$ cat src/qrs_pkg.sv
package qrs_pkg;

  // Width of each root field, signed fixed point
  localparam int unsigned ROOT_WIDTH = 34;

  typedef enum logic [1:0] {
    ST_TWO   = 2'd0,
    ST_ONE   = 2'd1,
    ST_NONE  = 2'd2,
    ST_AZERO = 2'd3
  } status_e;

  // Control that travels with every request through the cells
  typedef struct packed {
    logic    valid;
    status_e status;
  } step_t;

endpackage

$ cat src/qrs_div_cell.sv
module qrs_div_cell import qrs_pkg::*; #(
  parameter int unsigned NUMW = 34,
  parameter int unsigned DVW  = 17,
  parameter int unsigned TW   = 2
) (
  input  logic            clk_i,
  input  logic            rst_ni,
  input  logic            adv_i,
  input  step_t           ctl_i,
  input  logic [DVW-1:0]  d_i,
  input  logic [NUMW-1:0] np_i,
  input  logic [DVW-1:0]  rp_i,
  input  logic [NUMW-1:0] nm_i,
  input  logic [DVW-1:0]  rm_i,
  input  logic [TW-1:0]   tag_i,
  output step_t           ctl_o,
  output logic [DVW-1:0]  d_o,
  output logic [NUMW-1:0] np_o,
  output logic [DVW-1:0]  rp_o,
  output logic [NUMW-1:0] nm_o,
  output logic [DVW-1:0]  rm_o,
  output logic [TW-1:0]   tag_o
);

  logic [DVW:0]    p2, m2;
  logic            pge, mge;
  step_t           ctl_q;
  logic [DVW-1:0]  d_q, rp_q, rm_q;
  logic [NUMW-1:0] np_q, nm_q;
  logic [TW-1:0]   tag_q;

  // Shift one dividend bit into each remainder and compare
  assign p2  = {rp_i, np_i[NUMW-1]};
  assign m2  = {rm_i, nm_i[NUMW-1]};
  assign pge = (p2 >= {1'b0, d_i});
  assign mge = (m2 >= {1'b0, d_i});

  always_ff @(posedge clk_i or negedge rst_ni) begin
    if (!rst_ni) begin
      ctl_q <= '0;
    end else if (adv_i) begin
      ctl_q <= ctl_i;
    end
  end

  // Shift quotient bits in where dividend bits leave
  always_ff @(posedge clk_i) begin
    if (adv_i) begin
      d_q   <= d_i;
      rp_q  <= pge ? DVW'(p2 - {1'b0, d_i}) : DVW'(p2);
      rm_q  <= mge ? DVW'(m2 - {1'b0, d_i}) : DVW'(m2);
      np_q  <= {np_i[NUMW-2:0], pge};
      nm_q  <= {nm_i[NUMW-2:0], mge};
      tag_q <= tag_i;
    end
  end

  assign ctl_o = ctl_q;
  assign d_o   = d_q;
  assign rp_o  = rp_q;
  assign rm_o  = rm_q;
  assign np_o  = np_q;
  assign nm_o  = nm_q;
  assign tag_o = tag_q;

endmodule

$ cat config.mk
export PLATFORM = sky130hd
export DESIGN_NAME = qrs_div_cell
export DESIGN_NICKNAME = d
export VERILOG_FILES = /design/src/qrs_pkg.sv /design/src/qrs_div_cell.sv
export SDC_FILE = /design/constraint.sdc
export NUM_CORES = 1
export LEC_CHECK = 0
export ABC_AREA = 1
export ABC_CLOCK_PERIOD_IN_PS = 800
export BUFFER_PORTS_ARGS = -buffer_cell sky130_fd_sc_hd__clkbuf_2
export CAP_MARGIN = 20
export CORE_ASPECT_RATIO = 0.75
export CORE_MARGIN = 1.5
export CORE_UTILIZATION = 46
export CTS_BUF_LIST = sky130_fd_sc_hd__clkbuf_8
export CTS_CLUSTER_SIZE = 25
export DETAILED_ROUTE_END_ITERATION = 16
export GPL_ROUTABILITY_DRIVEN = 0
export HOLD_SLACK_MARGIN = 0.03
export PLACE_DENSITY = 0.79
export SLEW_MARGIN = 20
export SYNTH_ARGS = -nofsm -noshare
export SYNTH_HDL_FRONTEND = slang
export SYNTH_SLANG_ARGS = --single-unit
$ cat constraint.sdc
create_clock -name clk_i -period 0.8 [get_ports clk_i]
set_input_delay 0.16 -clock clk_i [delete_from_list [all_inputs] [get_ports clk_i]]
set_output_delay 0.16 -clock clk_i [all_outputs]
set_load 0.1 [all_outputs]
==> results of run 1 <==
[per-layer routing]
layer  track usage  overflow
met2         0.945        43
met1         0.746         0
met5         0.232         1
met3         0.599         1
met4         0.801        30
[cell families after synthesis]
group,share of synthesized area
buffers and inverters,0.0752
adder cells (fa/ha/maj),0.0710
multiplexers,0.00515
AO/OA/AOI/OAI,0.0179
AND/OR/NAND/NOR,0.246
XOR/XNOR,0.0187
flip-flops,0.566
[per-stage QoR]
step                hold WS (ns)  utilization
detailed placement       -0.0414        0.777
floorplan                 -0.136            -
global placement         -0.0426        0.777
CTS                       0.0446        0.894
[cells in the mapped netlist, types with 3 or more instances]
| library cell | number |
|---|---|
| sky130_fd_sc_hd__xor2_1 | 13 |
| sky130_fd_sc_hd__edfxtp_1 | 121 |
| sky130_fd_sc_hd__and2_1 | 3 |
| sky130_fd_sc_hd__nand2_2 | 5 |
| sky130_fd_sc_hd__nand4_1 | 5 |
| sky130_fd_sc_hd__nor3_1 | 4 |
| sky130_fd_sc_hd__ha_1 | 34 |
| sky130_fd_sc_hd__inv_1 | 116 |
| sky130_fd_sc_hd__buf_2 | 4 |
| sky130_fd_sc_hd__mux2_2 | 3 |
| sky130_fd_sc_hd__nand2_4 | 3 |
| sky130_fd_sc_hd__nand3_1 | 61 |
| sky130_fd_sc_hd__a21oi_1 | 19 |
| sky130_fd_sc_hd__dfrtp_1 | 3 |
| sky130_fd_sc_hd__nor2_1 | 20 |
| sky130_fd_sc_hd__nand2_1 | 264 |
| sky130_fd_sc_hd__nor2_2 | 4 |
[repair_timing]
action / 4_1_cts
cloned: 2
setup buffers: 6
endpoints found under the setup margin: 163
hold buffers: 89
endpoints found under the hold margin: 90
pin swaps: 12
resized for setup: 56
==> flow_summary.toml, run 1 <==
[timing]
grt_repair_worst_endpoint = "rp_o[11]$_DFFE_PP_/D"
worst_endpoint_kind = "sequential cell input"

[synth]
post_syn_nets = 864
synthArstFlopShare = 0.0242
synth_largest_type_area_fraction = 0.554
synth-seq-area-share = 0.566
synth_top_area_cell = "sky130_fd_sc_hd__edfxtp_1"
netlist_top_cells_area = "sky130_fd_sc_hd__edfxtp_1 55%, sky130_fd_sc_hd__nand2_1 15%, sky130_fd_sc_hd__inv_1 6.6%"
postSynthAreaPerCell_um2 = 9.35
yosys_register_bits = 124
ys_dominant_reg_cell = "sky130_fd_sc_hd__edfxtp_1"
synth_area_mm2 = 0.00656
number_of_cells_produced_by_synthesis = 701
synth.yosys.warnings = 0
post_synth_num_cell_types = 32
number_of_synthesized_flops_with_an_enable_pin = 121

[placement]
dp_hpwl_um = 16600
count_of_port_buffers_added_during_placement = 250
placed_cells = 1202
pre_cts_slack_ns = -1.22
placedInstanceArea_mm2 = 0.0107

[floorplan]
initial_utilization = 0.475
die_y_um = 106
chipWidth_um = 141
ioPinCount = 251
floorplan.rows = 37

[global_route]
grt_antenna_before_repair = 4
grt-ovfl-total = 75
grt_max_degree = 56
global_route_usage_over_all_layers = 0.762

[cts]
clock_tree.buffer_depth = 2
root_buffer = "sky130_fd_sc_hd__clkbuf_8"
tritoncts_num_sinks = 124
tritoncts.num_buffers = 17
ctsHtreeMaxLevel = 4

[status]
stop_stage = "global routing"
run_status = "did not finish"
first-error = "[ERROR GRT-0232] Routing congestion too high. Check the congestion heatmap in the GUI."
==> run 2: changes to the inputs <==
- ABC_CLOCK_PERIOD_IN_PS: 800 -> 1040
- CORE_ASPECT_RATIO: 0.75 -> unset
- CORE_UTILIZATION: 46 -> 40
- CTS_BUF_LIST: sky130_fd_sc_hd__clkbuf_8 -> unset
- CTS_CLUSTER_SIZE: 25 -> unset
- HOLD_SLACK_MARGIN: 0.03 -> unset
- PLACE_DENSITY: 0.79 -> unset
- PLACE_DENSITY_LB_ADDON: unset -> 0.15
- clock period: 0.8 -> 1.04 ns (I/O delays scaled with it)
==> flow_summary.toml, run 2 <==
[status]
run_status = "finished, violations left"
violated_checks = "setup timing"

[cts]
clkSlewWorstSetupHoldPaths_ns = 0.06
root_buffer = "sky130_fd_sc_hd__clkbuf_16"
ctsHtreeMaxLevel = 4
tritoncts_num_sinks = 124
clock_tree.buffer_depth = 2
clk_latency_ns = 0.43
tritoncts = "built"
tritoncts.num_buffers = 17

[synth]
ys_dominant_reg_cell = "sky130_fd_sc_hd__edfxtp_1"
synth-seq-area-share = 0.566
complex_gate_fraction_of_the_synthesized_area = 0.0179
synth.yosys.warnings = 0
synthMuxAreaShare = 0.00515
number_of_synthesized_flops_with_an_enable_pin = 121
synth_top_cells_by_count = "264 x sky130_fd_sc_hd__nand2_1, 121 x sky130_fd_sc_hd__edfxtp_1, 116 x sky130_fd_sc_hd__inv_1"
postSynthAreaPerCell_um2 = 9.35
synth_area_mm2 = 0.00656
post_syn_nets = 864
synth-simple-area-share = 0.246
dominant_combinational_cell_family_by_area_after_synthesis = "simple AND/OR/NAND/NOR gates"
netlist_top_cells_area = "sky130_fd_sc_hd__edfxtp_1 55%, sky130_fd_sc_hd__nand2_1 15%, sky130_fd_sc_hd__inv_1 6.6%"
synth_top_area_cell = "sky130_fd_sc_hd__edfxtp_1"
post_synth_num_cell_types = 32
synth_largest_type_area_fraction = 0.554
most_common_cell_in_the_netlist = "sky130_fd_sc_hd__nand2_1"
synthArstFlopShare = 0.0242
synth-adder-area-share = 0.0710
number_of_cells_produced_by_synthesis = 701
yosys.area_share.xor_xnor = 0.0187
yosys_register_bits = 124

[setup_path]
worst_path_dominant_cell_family = "simple AND/OR/NAND/NOR gates"
critical_path_arrival_ns = 1.83
crit_chain = "clkbuf_16, inv_12, ha_4, inv_4, fa_2, nand2_2, nand2_2, buf_4, nand3_2, nand2_2, nand2_2, nand2_1, nand2_1, nand2_1, nand2_1, nand2_1"
slowest_delay_ns = 0.37
path_buf_inv = 4
crit_path_start_kind = "primary input"
cp_common_cell = "sky130_fd_sc_hd__nand2_1"
required_ns = 1.23
timing.setup.critical_path_class = "in2reg"
path_max_fanout = 3
critPathSlowestCell = "sky130_fd_sc_hd__fa_2"
end_kind = "flop"

[placement]
count_of_port_buffers_added_during_placement = 250
dp_hpwl_um = 17000
pre_cts_slack_ns = -1.09

[power]
fin_total_pwr_mw = 22.7
power.density_cell_area_mw_per_mm2 = 1650
p_sw_mw = 9.06
leakage_nw = 6.46
power.sequential.fraction = 0.289
share_clk_of_total_power = 0.285
p_comb_frac = 0.426
switching_share = 0.400
peakVddDrop_uv = 1450
p_int_mw = 13.6

[hold_path]
min-delay-path-class = "in2reg"

[drt]
route.detailed.drc = 0
routed_wire_length_per_instance_um = 21.6
detail_route.first_pass.iterations = 6
drt-total-wl_um = 30700
drt_first_iter_violations = 578
via_count = 7353
ant_nets = 0
via_cell_ratio = 5.17

[run]
number_of_max_cap_violations = 0

[finish]
layout.area.seq_mm2 = 0.00371
finish.utilization = 0.859
area_growth_pct = 109
multiInputGateArea_mm2 = 0.00334
commonest_cells_after_routing_fill_and_taps_aside = "181 x sky130_fd_sc_hd__nand2_1, 134 x sky130_fd_sc_hd__buf_12, 121 x sky130_fd_sc_hd__edfxtp_1"
layout_commonest_cell = "sky130_fd_sc_hd__nand2_1"
share_of_final_layout_standard_cells_stronger_than_drive_strength_1 = 0.510
final_nets = 1353
final.fill_count = 708

[floorplan]
die-area_mm2 = 0.0172
die_y_um = 131
floorplan.rows = 46
initial_utilization = 0.411
chipWidth_um = 131
core_region_area_mm2 = 0.0159
ioPinCount = 251

[timing]
max_fclk_mhz = 610
post-route-period-util = 1.58
clock-skew-final_ns = 0
finalWorstPathRequiredPeriod_ns = 1.64
slew_headroom = 0.714
totalNegativeSetupSlack_ns = -46.47
final.setup.worst_slack_ns = -0.600
hold_slack_ns = 0.0332
hold_violations = 0
worst_slew_pin_slew_ns = 0.427
setup-violations-final = 160
grt_setup_unrepaired = "yes"
final_max_slew_viol_count = 0

[global_route]
met2_usage = 0.555
grt_pass1_wl_um = 39800
grt_max_degree = 46
grt_use_met1 = 0.371
global_route_usage_over_all_layers = 0.321
grt-ovfl-total = 0
grt_antenna_before_repair = 4
grt_most_used_layer = "met2"
first_global_vias = 7089
met3_usage = 0.0774
## run 2: cell counts after synthesis
Identical to the previous run, type by type.
## run 2: metal layers
metal  vias to the layer above  routed length, um
met4                         0               1690
met1                      3438              10900
met2                       517              15400
li1                       3275                  -
met5                         -                  0
met3                       123               2800
## run 2: power groups by stage
stage          sequential (mW)  clock, mW  combinational, mW
2_1_floorplan             9.87          0               1.41
3_3_place_gp              6.61          0               8.08
3_5_place_dp              6.63          0               8.17
4_1_cts                   6.53       6.34               9.04
5_1_grt                   6.60       6.64               9.95
6_report                  6.56       6.45               9.65
## run 2: final timing paths
| kind | from | endpoint | slack [ns] | depth (start not counted) |
|---|---|---|---|---|
| worst max-delay path | np_i[33] | rp_o[16] | -0.60 | 16 |
| worst min-delay path | ctl_i[0] | ctl_o[0] | 0.03 | 2 |
| worst max register to register | ctl_o[2] | ctl_o[2] | 0.06 | 2 |
| worst min register to register | ctl_o[0] | ctl_o[0] | 0.58 | 1 |
| max in group asynchronous | rst_ni | ctl_o[2] | 0.77 | 2 |
| min in group asynchronous | rst_ni | ctl_o[0] | 0.15 | 2 |
## run 2: timing repair
action | 4_1_cts | 5_1_grt
buffers inserted | 23 | 9
endpoints found under the setup margin | 160 | 160
hold buffers | 81 | 0
pin swaps | 66 | 43
gates cloned | 8 | 0
gates resized for setup | 164 | 70
hold endpoints to repair | 83 | 0
## run 2: through the flow
stage	instances	cell area (um2)
final	1423	13700
after global routing	1423	13700
after CTS	1410	13300
after detailed placement	1267	11000
after global placement	1267	11000
after floorplan	701	6770
## run 2: layout make-up
type	instances	area share
repair buffers	471	0.385
flip-flops and latches	124	0.271
multi-input cells	458	0.244
inverters	118	0.0345
clock buffers	17	0.0311
well taps	216	0.0197
clock inverters	15	0.0137
diodes	4	0.000731
## run 2: logic make-up (layout without fill, tap and decap cells)
| kind of cell | after synthesis | in the layout |
|---|---|---|
| AOI/OAI and AO/OA | 22 | 22 |
| xor gates and xnor gates | 14 | 14 |
| adders and majority gates | 36 | 36 |
| buffers and inverters | 125 | 621 |
| DFF | 124 | 124 |
| muxes | 3 | 3 |
| other | 0 | 4 |
| and+or+nand+nor | 377 | 383 |
No activity file was read; power rests on OpenSTA's default activity.
